### config.mk
export PLATFORM = sky130hd
export DESIGN_NAME = serial_console_line_editor_core
export DESIGN_NICKNAME = d
export VERILOG_FILES = /design/src/rtl/scle_pkg.sv /design/src/rtl/scle_ctrl.sv /design/src/rtl/scle_dp.sv /design/src/rtl/serial_console_line_editor_core.sv
export SDC_FILE = /design/constraint.sdc
export NUM_CORES = 1
export LEC_CHECK = 0
export BUFFER_PORTS_ARGS = -buffer_cell sky130_fd_sc_hd__buf_4
export CAP_MARGIN = 25
export CORE_MARGIN = 10
export CORE_UTILIZATION = 32
export DETAILED_ROUTE_END_ITERATION = 10
export GPL_ROUTABILITY_DRIVEN = 0
export PLACE_DENSITY = 0.54
export SYNTH_ARGS = -nofsm -noshare
export SYNTH_HDL_FRONTEND = slang
export SYNTH_SLANG_ARGS = --single-unit
### constraint.sdc
create_clock -name clk -period 4.2 [get_ports clk]
set_input_delay 0.63 -clock clk [delete_from_list [all_inputs] [get_ports clk]]
set_output_delay 0.63 -clock clk [all_outputs]
set_load 0.02 [all_outputs]
### src/rtl/scle_pkg.sv
// Shared types, constants and echo text lookup for the serial console line editor.
// Used by scle_ctrl, scle_dp and serial_console_line_editor_core; depends on nothing.
package scle_pkg;

	localparam int LINE_DEPTH = 64;
	localparam int IDX_W      = $clog2(LINE_DEPTH);
	localparam int CNT_W      = (IDX_W > 4) ? IDX_W : 4;

	localparam logic [IDX_W-1:0] LEN_MAX = IDX_W'(LINE_DEPTH - 1);

	localparam logic [7:0] CH_BS       = 8'd8;
	localparam logic [7:0] CH_LF       = 8'd10;
	localparam logic [7:0] CH_CR       = 8'd13;
	localparam logic [7:0] CH_SP       = 8'd32;
	localparam logic [7:0] CH_DEL      = 8'd127;
	localparam logic [7:0] CH_PRINT_LO = 8'd32;
	localparam logic [7:0] CH_PRINT_HI = 8'd126;

	localparam logic [3:0] TEXT_CRLF_BASE   = 4'd0;
	localparam logic [3:0] TEXT_PROMPT_BASE = 4'd2;
	localparam logic [3:0] ECHO_N_NONE      = 4'd0;
	localparam logic [3:0] ECHO_N_CHAR      = 4'd1;
	localparam logic [3:0] ECHO_N_CRLF      = 4'd2;
	localparam logic [3:0] ECHO_N_ERASE     = 4'd3;
	localparam logic [3:0] ECHO_N_PROMPT    = 4'd7;
	localparam logic [3:0] ECHO_N_FULL      = 4'd9;

	typedef enum logic [1:0] {
		ECHO_CHAR,
		ECHO_ERASE,
		ECHO_TEXT
	} echo_sel_t;

	typedef enum logic {
		ST_IDLE,
		ST_EMIT
	} state_t;

	typedef struct packed {
		logic       action;
		logic [7:0] rx_byte;
		logic       enable_value;
	} in_req_t;

	typedef struct packed {
		logic       echo_valid;
		logic [7:0] echo_char;
		logic       cmd_valid;
		logic [7:0] cmd_char;
		logic [5:0] cmd_length;
		logic       last;
	} out_req_t;

	typedef struct packed {
		logic take;
		logic load;
	} ctl_cmd_t;

	typedef struct packed {
		logic has_results;
		logic final_idx;
		logic out_free;
	} ctl_sts_t;

	// CR LF followed by the prompt "debug> "
	function automatic logic [7:0] text_char(input logic [3:0] idx);
		logic [7:0] ch;
		case (idx)
			4'd0:    ch = CH_CR;
			4'd1:    ch = CH_LF;
			4'd2:    ch = 8'h64;
			4'd3:    ch = 8'h65;
			4'd4:    ch = 8'h62;
			4'd5:    ch = 8'h75;
			4'd6:    ch = 8'h67;
			4'd7:    ch = 8'h3e;
			4'd8:    ch = CH_SP;
			default: ch = 8'h00;
		endcase
		return ch;
	endfunction

	function automatic logic [7:0] echo_char_f(input echo_sel_t sel, input logic [3:0] idx,
			input logic [7:0] rx_byte);
		logic [7:0] ch;
		case (sel)
			ECHO_CHAR:  ch = rx_byte;
			ECHO_ERASE: ch = (idx == 4'd1) ? CH_SP : CH_BS;
			ECHO_TEXT:  ch = text_char(idx);
			default:    ch = 8'h00;
		endcase
		return ch;
	endfunction

endpackage

### src/rtl/scle_ctrl.sv
// Controller state machine of the line editor: accepts requests and sequences result loads.
// Depends on scle_pkg; drives the datapath scle_dp through ctl_cmd_t.
module scle_ctrl (
	input  logic              clk,
	input  logic              arst_n,
	input  logic              item_valid,
	output logic              item_stall,
	input  scle_pkg::ctl_sts_t sts,
	output scle_pkg::ctl_cmd_t cmd
);

	scle_pkg::state_t state_q;
	scle_pkg::state_t state_d;

	always_ff @(posedge clk or negedge arst_n) begin
		if (!arst_n) begin
			state_q <= scle_pkg::ST_IDLE;
		end else begin
			state_q <= state_d;
		end
	end

	always_comb begin
		state_d = state_q;
		case (state_q)
			scle_pkg::ST_IDLE: begin
				if (item_valid && sts.has_results) begin
					state_d = scle_pkg::ST_EMIT;
				end
			end
			scle_pkg::ST_EMIT: begin
				if (sts.out_free && sts.final_idx) begin
					state_d = scle_pkg::ST_IDLE;
				end
			end
			default: state_d = scle_pkg::ST_IDLE;
		endcase
	end

	always_comb begin
		item_stall = 1'b1;
		cmd.take   = 1'b0;
		cmd.load   = 1'b0;
		case (state_q)
			scle_pkg::ST_IDLE: begin
				item_stall = 1'b0;
				cmd.take   = item_valid;
			end
			scle_pkg::ST_EMIT: begin
				cmd.load = sts.out_free;
			end
			default: item_stall = 1'b1;
		endcase
	end

endmodule

### src/rtl/scle_dp.sv
// Datapath of the line editor: byte decode, line memory, editor state and result register.
// Depends on scle_pkg; commanded by scle_ctrl.
module scle_dp (
	input  logic               clk,
	input  logic               arst_n,
	input  scle_pkg::in_req_t  item,
	input  scle_pkg::ctl_cmd_t cmd,
	output scle_pkg::ctl_sts_t sts,
	output logic               result_valid,
	input  logic               result_stall,
	output scle_pkg::out_req_t result
);

	localparam int IDX_W = scle_pkg::IDX_W;
	localparam int CNT_W = scle_pkg::CNT_W;

	logic [7:0]          line_mem [scle_pkg::LINE_DEPTH];
	logic [7:0]          rd_q;
	logic                enabled_q;
	logic [IDX_W-1:0]    len_q;
	logic [7:0]          prev_q;
	logic [CNT_W-1:0]    k_q;
	logic [CNT_W-1:0]    total_q;
	scle_pkg::echo_sel_t echo_sel_q;
	logic [3:0]          echo_base_q;
	logic [3:0]          echo_n_q;
	logic [IDX_W-1:0]    cmd_n_q;
	logic [7:0]          byte_q;
	scle_pkg::out_req_t  res_q;
	logic                res_valid_q;

	logic                nxt_enabled;
	logic [IDX_W-1:0]    nxt_len;
	logic [7:0]          nxt_prev;
	logic                wr_en;
	logic                crlf;
	scle_pkg::echo_sel_t d_sel;
	logic [3:0]          d_base;
	logic [3:0]          d_n;
	logic [IDX_W-1:0]    d_cmd_n;
	logic [CNT_W-1:0]    d_echo_w;
	logic [CNT_W-1:0]    d_cmd_w;
	logic [CNT_W-1:0]    k_next;
	logic [IDX_W-1:0]    rd_addr;
	logic                ev;
	logic                cv;
	scle_pkg::out_req_t  res_d;

	always_comb begin
		nxt_enabled = enabled_q;
		nxt_len     = len_q;
		nxt_prev    = prev_q;
		wr_en       = 1'b0;
		d_sel       = scle_pkg::ECHO_TEXT;
		d_base      = scle_pkg::TEXT_CRLF_BASE;
		d_n         = scle_pkg::ECHO_N_NONE;
		d_cmd_n     = '0;
		crlf        = (item.rx_byte == scle_pkg::CH_CR) || (prev_q != scle_pkg::CH_CR);
		if (item.action) begin
			nxt_enabled = item.enable_value;
		end else begin
			nxt_prev = item.rx_byte;
			if (!enabled_q) begin
				if (item.rx_byte == scle_pkg::CH_CR || item.rx_byte == scle_pkg::CH_LF) begin
					nxt_enabled = 1'b1;
					nxt_len     = '0;
					d_base      = scle_pkg::TEXT_PROMPT_BASE;
					d_n         = scle_pkg::ECHO_N_PROMPT;
				end
			end else if (item.rx_byte inside {[scle_pkg::CH_PRINT_LO:scle_pkg::CH_PRINT_HI]}) begin
				if (len_q != scle_pkg::LEN_MAX) begin
					wr_en   = 1'b1;
					nxt_len = len_q + 1'b1;
					d_sel   = scle_pkg::ECHO_CHAR;
					d_n     = scle_pkg::ECHO_N_CHAR;
				end
			end else if (item.rx_byte == scle_pkg::CH_BS || item.rx_byte == scle_pkg::CH_DEL) begin
				if (len_q != '0) begin
					nxt_len = len_q - 1'b1;
					d_sel   = scle_pkg::ECHO_ERASE;
					d_n     = scle_pkg::ECHO_N_ERASE;
				end
			end else if (item.rx_byte == scle_pkg::CH_CR || item.rx_byte == scle_pkg::CH_LF) begin
				if (len_q != '0) begin
					d_cmd_n = len_q;
					nxt_len = '0;
					d_n     = crlf ? scle_pkg::ECHO_N_CRLF : scle_pkg::ECHO_N_NONE;
				end else begin
					d_base = crlf ? scle_pkg::TEXT_CRLF_BASE : scle_pkg::TEXT_PROMPT_BASE;
					d_n    = crlf ? scle_pkg::ECHO_N_FULL : scle_pkg::ECHO_N_PROMPT;
				end
			end
		end
	end

	assign d_echo_w        = CNT_W'(d_n);
	assign d_cmd_w         = CNT_W'(d_cmd_n);
	assign sts.has_results = (d_n != scle_pkg::ECHO_N_NONE) || (d_cmd_n != '0);

	always_ff @(posedge clk or negedge arst_n) begin
		if (!arst_n) begin
			enabled_q <= 1'b0;
			len_q     <= '0;
			prev_q    <= 8'h00;
		end else if (cmd.take) begin
			enabled_q <= nxt_enabled;
			len_q     <= nxt_len;
			prev_q    <= nxt_prev;
		end
	end

	always_ff @(posedge clk) begin
		if (cmd.take) begin
			echo_sel_q  <= d_sel;
			echo_base_q <= d_base;
			echo_n_q    <= d_n;
			cmd_n_q     <= d_cmd_n;
			byte_q      <= item.rx_byte;
			total_q     <= (d_echo_w > d_cmd_w) ? d_echo_w : d_cmd_w;
		end
	end

	assign k_next  = k_q + 1'b1;
	assign rd_addr = cmd.take ? '0 : (cmd.load ? k_next[IDX_W-1:0] : k_q[IDX_W-1:0]);

	always_ff @(posedge clk or negedge arst_n) begin
		if (!arst_n) begin
			k_q <= '0;
		end else if (cmd.take) begin
			k_q <= '0;
		end else if (cmd.load) begin
			k_q <= k_next;
		end
	end

	always_ff @(posedge clk) begin
		if (cmd.take && wr_en) begin
			line_mem[len_q] <= item.rx_byte;
		end
		rd_q <= line_mem[rd_addr];
	end

	assign sts.final_idx = ({1'b0, k_q} + 1'b1) == {1'b0, total_q};
	assign sts.out_free  = !res_valid_q || !result_stall;

	assign ev = CNT_W'(echo_n_q) > k_q;
	assign cv = CNT_W'(cmd_n_q) > k_q;

	always_comb begin
		res_d.echo_valid = ev;
		res_d.echo_char  = ev ? scle_pkg::echo_char_f(echo_sel_q, echo_base_q + k_q[3:0], byte_q)
				: 8'h00;
		res_d.cmd_valid  = cv;
		res_d.cmd_char   = cv ? rd_q : 8'h00;
		res_d.cmd_length = cv ? 6'(cmd_n_q) : 6'd0;
		res_d.last       = sts.final_idx;
	end

	always_ff @(posedge clk or negedge arst_n) begin
		if (!arst_n) begin
			res_valid_q <= 1'b0;
		end else if (cmd.load) begin
			res_valid_q <= 1'b1;
		end else if (!result_stall) begin
			res_valid_q <= 1'b0;
		end
	end

	always_ff @(posedge clk) begin
		if (cmd.load) begin
			res_q <= res_d;
		end
	end

	assign result_valid = res_valid_q;
	assign result       = res_q;

endmodule

### src/rtl/serial_console_line_editor_core.sv
// Top level of the serial console line editor: joins controller scle_ctrl and datapath scle_dp.
// Depends on scle_pkg.
//
// Usage: the item channel (item_valid, item_stall, item) carries one request per received
// UART byte or software enable write. The result channel (result_valid, result_stall,
// result) returns echo bytes and command-line bytes, one result per cycle while result_stall is low, last flagged.
// A request that causes no result (ignored byte, enable write, dropped byte) is taken at
// once from ST_IDLE and the next request may follow in the next cycle.
// A request that causes N results is taken in ST_IDLE; in ST_EMIT its results then load into
// the output register one per cycle while result_stall does not hold them, paced by the
// single read port of the 64-entry line memory. N is at most 63 for a line end and at most
// 9 for echo alone.
// item_stall is high while results are being sequenced. When the receiver holds
// result_stall, the result register keeps its request and sequencing pauses.
// Reset (arst_n low) disables the editor, empties the line and drops any pending result;
// the line memory keeps its contents and needs no clearing pass.
module serial_console_line_editor_core (
	input  logic               clk,
	input  logic               arst_n,
	input  logic               item_valid,
	output logic               item_stall,
	input  scle_pkg::in_req_t  item,
	output logic               result_valid,
	input  logic               result_stall,
	output scle_pkg::out_req_t result
);

	scle_pkg::ctl_cmd_t cmd;
	scle_pkg::ctl_sts_t sts;

	scle_ctrl u_ctrl (
		.clk        (clk),
		.arst_n     (arst_n),
		.item_valid (item_valid),
		.item_stall (item_stall),
		.sts        (sts),
		.cmd        (cmd)
	);

	scle_dp u_dp (
		.clk          (clk),
		.arst_n       (arst_n),
		.item         (item),
		.cmd          (cmd),
		.sts          (sts),
		.result_valid (result_valid),
		.result_stall (result_stall),
		.result       (result)
	);

	a_final_load_last: assert property (@(posedge clk) disable iff (!arst_n)
		(cmd.load && sts.final_idx) |=> (result_valid && result.last))
		else $error("final load did not present a last result");

	a_result_nonempty: assert property (@(posedge clk) disable iff (!arst_n)
		result_valid |-> (result.echo_valid || result.cmd_valid))
		else $error("result carries neither echo nor command byte");

	a_cmd_length: assert property (@(posedge clk) disable iff (!arst_n)
		(result_valid && result.cmd_valid) |-> (result.cmd_length != 6'd0))
		else $error("command byte with zero line length");

endmodule
Word-level counts from Yosys, hierarchy flattened
Memory sizes are Yosys's and may differ from the RTL's. A register that Yosys moved wholly into a read port is not among the register bits.
Cells that the tools add are included.
W data, S select, Z words.
- add/sub/neg operators: 5
- equality and inequality tests: 13
- reduce and logical (&&, ||, !) cells: 20
- mux-type cells: 58
- bitwise gates (word level): 3
- $lt $le $gt $ge: 5
- operator list (kind ; count):
    $mux W6 ; 17
    $mux W4 ; 13
    $eq A8 B4 Y1 const B ; 3
    $pmux W8 S3 ; 1
    $mux W1 ; 17
    $mux W2 ; 8
    $add A6 B1 Y6 const B ; 2
    $gt A4 B6 Y1 ; 2
    $reduce_bool A6 Y1 ; 2
    $eq A8 B7 Y1 const B ; 1
    $ge A8 B6 Y1 const B ; 1
    $le A8 B7 Y1 const B ; 1
    $ne A8 B4 Y1 const B ; 1
    $add A6 B1 Y7 const B ; 1
    $eq A7 B6 Y1 ; 1
    $gt A6 B6 Y1 ; 1
    $ne A3 B3 Y1 const B ; 2
    $ne A6 B6 Y1 const B ; 1
    $reduce_and A6 Y1 ; 1
    $sub A6 B1 Y6 const B ; 1
    $logic_or A1 B1 Y1 ; 5
    $add A4 B4 Y4 ; 1
    $eq A4 B1 Y1 const B ; 1
    $logic_and A1 B1 Y1 ; 4
    other kinds (13) ; 16
- memories kept: 2
- output and inout port bits: 27
- input bits: 14
- ROM bits: 112
- bits in writable memories: 512
- word-level logic and storage cells: 125
- register bits: 78
- memories (name ; depth ; bits a word ; rd ports ; clocked after memory_dff ; write ports ; line ; source):
    u_dp.line_mem ; 64 ; 8 ; 1 ; 1 ; 1 ; scle_dp.sv:17 ; logic [7:0] line_mem [scle_pkg::LINE_DEPTH];
    (name not given) ; 16 ; 7 ; 1 ; 0 ; 0 ; scle_pkg.sv:68 ; case (idx)

Depth between registers and ports, before layout
- depth after elaboration: 14
- gate-level depth with buffers: 17
- gate-level depth less buffers: 16

By module
A second synthesis with hierarchy kept.
- cell total of the unflattened synthesis: 1831
- area, all modules: 24693.7 um^2
- modules (own cells, without submodules) (module ; seq. area each (um^2) ; instances ; area an instance (um^2) ; cells each):
    scle_dp ; 17646.9 ; 1 ; 24637.4 ; 1826
    scle_ctrl ; 25.0 ; 1 ; 56.3 ; 5

Worst setup path before layout
Ideal clock, no wire load.
- path kind: input port to flip-flop
- start point: input item[8] (netlist name)
- end point: register u_dp.total_q[2] (data pin)
- setup time: 260 ps
- setup slack: 637 ps
- data required time: 3940 ps
- data arrival time: 3304 ps
- stages: 14
- buffers on the path: 0
- path through: nand2b_1 nor4b_1 a311o_1 ha_1 nor2b_1 o22ai_1 nand2_1 inv_1 ha_1 nor2b_1 o21a_1 o21a_1 o211ai_1 mux2_2
- longest elaborated chain between the ends: 11
- elaborated cells on any way between the ends: 26
- those cells by class: order compare: 3; eq/ne: 4; mux: 15; reduce/logical: 4
- RTL lines (element ; line ; source):
    start: declaration ; serial_console_line_editor_core.sv:22 ; input scle_pkg::in_req_t item,
    $eq A8 B4 Y1 ; scle_dp.sv:58, scle_dp.sv:64, scle_dp.sv:83 ;
    $logic_or A1 B1 Y1 ; scle_dp.sv:58 ; crlf = (item.rx_byte == scle_pkg::CH_CR) || (prev_q != scle_pkg::CH_CR);
    $mux W4 or $mux W2 (tied branches) ; scle_dp.sv:90, scle_dp.sv:87 ;
    $mux W4 ; scle_dp.sv:84 ; if (len_q != '0) begin
    $mux W4 ; scle_dp.sv:83 ; end else if (item.rx_byte == scle_pkg::CH_CR || item.rx_byte == scle_pkg::CH_LF) begin
    $mux W4 ; scle_dp.sv:77 ; end else if (item.rx_byte == scle_pkg::CH_BS || item.rx_byte == scle_pkg::CH_DEL) begin
    $mux W4 ; scle_dp.sv:70 ; end else if (item.rx_byte inside {[scle_pkg::CH_PRINT_LO:scle_pkg::CH_PRINT_HI]}) begin
    $mux W4 (*) ; scle_dp.sv:63 ; if (!enabled_q) begin
    $mux W4 (*) ; scle_dp.sv:59 ; if (item.action) begin
    via u_dp.d_n[1] ; scle_dp.sv:39 ; logic [3:0] d_n;
    $gt A4 B6 Y1 (*) ; scle_dp.sv:119 ; total_q <= (d_echo_w > d_cmd_w) ? d_echo_w : d_cmd_w;
    $mux W4 (*) ; scle_dp.sv:119 ;
    end signal: assignment ; scle_dp.sv:119 ;
    end: declaration ; scle_dp.sv:23 ; logic [CNT_W-1:0] total_q;
The timed path passes the listed nets; every way through them passes the cells marked *.
A chain may end at the register's enable or synchronous reset.

Final worst setup path
- start point: register u_dp.len_q[1]
- end point: register u_dp.total_q[3] (data pin)
- longest elaborated chain between the ends: 9
- elaborated cells on any way between the ends: 18
- those cells by class: order compare: 1; eq/ne: 1; mux: 15; reduce/logical: 1
- RTL lines (element ; line ; source):
    start: declaration ; scle_dp.sv:20 ; logic [IDX_W-1:0] len_q;
    start signal: assignment ; scle_dp.sv:107 ; len_q <= nxt_len;
    $reduce_bool A6 Y1 (*) ; scle_dp.sv:78, scle_dp.sv:84 ;
    $mux W4 ; scle_dp.sv:84 ;
    $mux W4 ; scle_dp.sv:83 ;
    $mux W4 (*) ; scle_dp.sv:77 ;
    $mux W4 (*) ; scle_dp.sv:70 ;
    $mux W4 (*) ; scle_dp.sv:63 ;
    $mux W4 (*) ; scle_dp.sv:59 ;
    via u_dp.d_n[1] ; scle_dp.sv:39 ;
    $gt A4 B6 Y1 (*) ; scle_dp.sv:119 ;
    $mux W4 (*) ; scle_dp.sv:119 ;
Marked as above.

==> flow_metrics.env <==
export IMPL_detailed_place_hpwl_mm=44.0
export IMPL_share_seq_of_total_power=0.406
export IMPL_clkSinkCount=595
export IMPL_netlist_area_leader_share=0.687
export IMPL_finish_net_count=2035
export IMPL_synth_cell_area_um2=24700
export IMPL_die_width_um=298
export IMPL_final_antenna_net_count=0
export IMPL_first_iter_violations=1445
export IMPL_slew_viol_final=0
export IMPL_cts_htree_levels=2
export IMPL_total_leakage_power_nw=9.98
export IMPL_rsz0062_at_grt="false"
export IMPL_power_share_combinational=0.280
export IMPL_hold_class="input port to register"
export IMPL_cts_buffers_inserted=61
export IMPL_finalCoreUtilization=0.376
export IMPL_clock_insertion_delay_at_the_later_pin_of_the_skew_report_ns=0.64
export IMPL_portBuffers=40
export IMPL_post_cts_setup_driven_buffer_insertion_count=0
export IMPL_post_synth_inst_count=1874
export IMPL_clock_power_share=0.314
export IMPL_cp_slowest_cell="dfrtp_1"
export IMPL_drt_wl_total_mm=67.9
export IMPL_start_kind="register"
export IMPL_endpoint_type_of_the_worst_setup_path="register"
export IMPL_globalRouteOverflowTotal=0
export IMPL_yosysWarnings=0
export IMPL_synth_top_cells_by_count="564 x edfxtp_1, 452 x nand2_1, 174 x nand3_1"
export IMPL_layout_worst_path_cycle_share=0.858
export IMPL_final_antenna_diode_count=0
export IMPL_synth_fp_nets=1915
export IMPL_maximum_number_of_pins_on_one_net_before_global_route_repair=131
export IMPL_ir_drop_mv=0.913
export IMPL_timing_critical_path_buf_inv=2
export IMPL_synth_most_common_cell="edfxtp_1"
export IMPL_syn_to_final_growth_pct=16.3
export IMPL_cp_data_arrival_time_ns=3.98
export IMPL_grt_util_all_layers=0.149
export IMPL_routedWlPerCell_um=22.1
export IMPL_floorplan_io_pins=41
export IMPL_run_status="complete, no violations"
export IMPL_timing_critical_path_max_delay_family="adder cells"
export IMPL_drc=0
export IMPL_internal_cell_power_mw=11.5
export IMPL_yosys_area_top_type="edfxtp_1"
export IMPL_design_core_area_um2=76200
export IMPL_route_detailed_vias_per_inst=5.16
export IMPL_final_setup_skew_ns=0.0244
export IMPL_yosysSeqAreaShare=0.717
export IMPL_fp_dieArea_um2=88600
export IMPL_power_per_cell_area_nw_per_um2=599
export IMPL_cpPeakStageDelay_ns=0.49
export IMPL_timing_max_cap_violations=0
export IMPL_ctsRootBufferMaster="clkbuf_16"
export IMPL_synth_top_cells_by_area="edfxtp_1 69%, nand2_1 6.9%, nand3_1 3.5%"
export IMPL_relSlewSlack=0.368
export IMPL_num_vias=15900
export IMPL_cp_data_required_time_ns=4.58
export IMPL_clock_tree_from_tritoncts="built"
export IMPL_synth_enable_flop_cells=564
export IMPL_synthesis_area_per_instance_um2=13.2
export IMPL_swShare=0.333
export IMPL_max_frequency_ghz=0.277
export IMPL_detail_route_first_pass_iterations=6
export IMPL_path_common_cell="ha_1"
export IMPL_clock_tree_buffer_depth=3
export IMPL_setup_tns_ns=0
export IMPL_switchingPower_mw=5.73
export IMPL_ys_dominant_reg_cell="edfxtp_1"
export IMPL_postCtsResizedCells=0
export IMPL_critical_path_peak_fanout=8
export IMPL_clkSlewWorstSetupHoldPaths_ns=0.06
export IMPL_async_reset_ff_frac=0.0387
export IMPL_grt_antenna_before_repair=3
export IMPL_effective_utilization_at_floorplan=0.324
export IMPL_tightestPinTransition_ns=0.944
export IMPL_grt_pass1_wl_mm=101
export IMPL_cp_cell_instances="inv_1, ha_1, nand2b_1, nor2_1, ha_1, nor2b_1, o22ai_1, nand2_1, inv_1, ha_1, nor2b_1, o21a_1, o21a_1, o211ai_1, mux2_2"
export IMPL_fin_crit_ns=3.61
export IMPL_worstSetupPathType="register to register"
export IMPL_die_height_um=298
export IMPL_drive_above_1_share=0.133
export IMPL_hold_viol=0
export IMPL_setup_viol=0
export IMPL_via_count_of_the_first_global_routing_pass=15400
export IMPL_synth_distinct_cells=72
export IMPL_num_rows=101
export IMPL_synth_seq_cells=595
per-stage QoR:
step	setup WS, ns	cells	hold slack [ns]	area, um^2	power [mW]
floorplan	0.637	1874	0.334	24700	10.1
global placement	0.232	2960	0.477	26700	11.9
detailed placement	0.223	2960	0.484	26700	11.9
CTS	0.613	3073	0.219	28700	17.3
global route	0.367	3073	0.228	28700	18.0
finish	0.595	3073	0.251	28700	17.2
metal layers:
layer | up-vias | routed length [um] | track usage
met5 | - | 13 | 0
met4 | 2 | 1310 | 0.0374
met1 | 8024 | 29600 | 0.202
met2 | 563 | 32900 | 0.247
met3 | 96 | 4100 | 0.0219
li1 | 7172 | - | -
area by class of cell:
class                           instances  area, um^2
Clock buffer                           82        1690
Clock inverter                         30         292
Fill cell                            7159       47500
Inverter                               32         128
Multi-Input combinational cell       1146        6370
Sequential cell                       595       17700
Tap cell                             1030        1290
Timing Repair Buffer                  158        1240
what timing repair did:
action                                  4_1_cts  5_1_grt
hold buffers                                  1        0
hold endpoints to repair                     23        0
endpoints found under the setup margin        0        0
worst paths after layout:
path                                 from                 to  slack (ns)  cells after the start
max                         u_dp.len_q[1]    u_dp.total_q[3]        0.59                     15
max reg2reg                 u_dp.len_q[1]    u_dp.total_q[3]        0.59                     15
max in group asynchronous          arst_n  u_dp.result_valid        3.48                      2
min in group asynchronous          arst_n      u_dp.len_q[5]        0.45                      2
min                               item[0]     u_dp.enabled_q        0.25                      2
min reg2reg                u_dp.prev_q[7]     u_dp.prev_q[7]        0.49                      2
registers in the layout (all words and copies together), names as in the netlist:
signal	flops
u_dp.cmd_n_q	6
u_dp.len_q	6
u_dp.line_mem	512
u_dp.echo_n_q	4
u_ctrl.state_q	1
u_dp.k_q	6
u_dp.echo_base_q	1
u_dp.echo_sel_q	2
u_dp.prev_q	8
u_dp.rd_q	8
u_dp.result_valid	1
u_dp.enabled_q	1
u_dp.total_q	6
u_dp.result	25
u_dp.byte_q	8
worst reg2reg max path: stages, from the launching register on:
cell	delay (ns)
dfrtp_1	0.49
inv_1	0.16
ha_1	0.18
nand2b_1	0.08
nor2_1	0.31
ha_1	0.32
nor2b_1	0.12
o22ai_1	0.09
nand2_1	0.12
inv_1	0.07
ha_1	0.28
nor2b_1	0.14
o21a_1	0.16
o21a_1	0.16
o211ai_1	0.29
mux2_2	0.38
power by group through the flow:
| stage | Sequential (mW) | Combinational (mW) | Clock, mW |
|---|---|---|---|
| detailed placement | 7.09 | 4.83 | 0 |
| global placement | 7.09 | 4.80 | 0 |
| CTS | 6.97 | 4.84 | 5.49 |
| finish | 6.97 | 4.81 | 5.41 |
| global route | 6.99 | 5.26 | 5.72 |
| floorplan | 7.08 | 3.06 | 0 |
cells by family after synthesis:
logic type / synth area share
adder cells (fa/ha/maj): 0.0137
multiplexers: 0.0260
XOR/XNOR: 0.00421
buffers and inverters: 0.0253
AND/OR/NAND/NOR: 0.155
AO/OA/AOI/OAI: 0.0590
flip-flops: 0.717
cell usage in the layout (no fill, tap or decap), drive strengths merged, types with 9 or more instances in the layout:
cell    count
edfxtp    564
nand2     452
nand3     175
buf       157
nor2       99
clkbuf     82
mux2i      54
inv        35
a32oi      31
nor3       28
ha         27
o21ai      27
a32o       24
dfrtp      23
and2       22
a31oi      21
clkinv     21
and3       19
a21oi      16
nand4      15
a311oi     14
a22oi      10
nand4b      9
nor2b       9
mux2        9
Note: power is estimated with default switching activity, not from simulation.
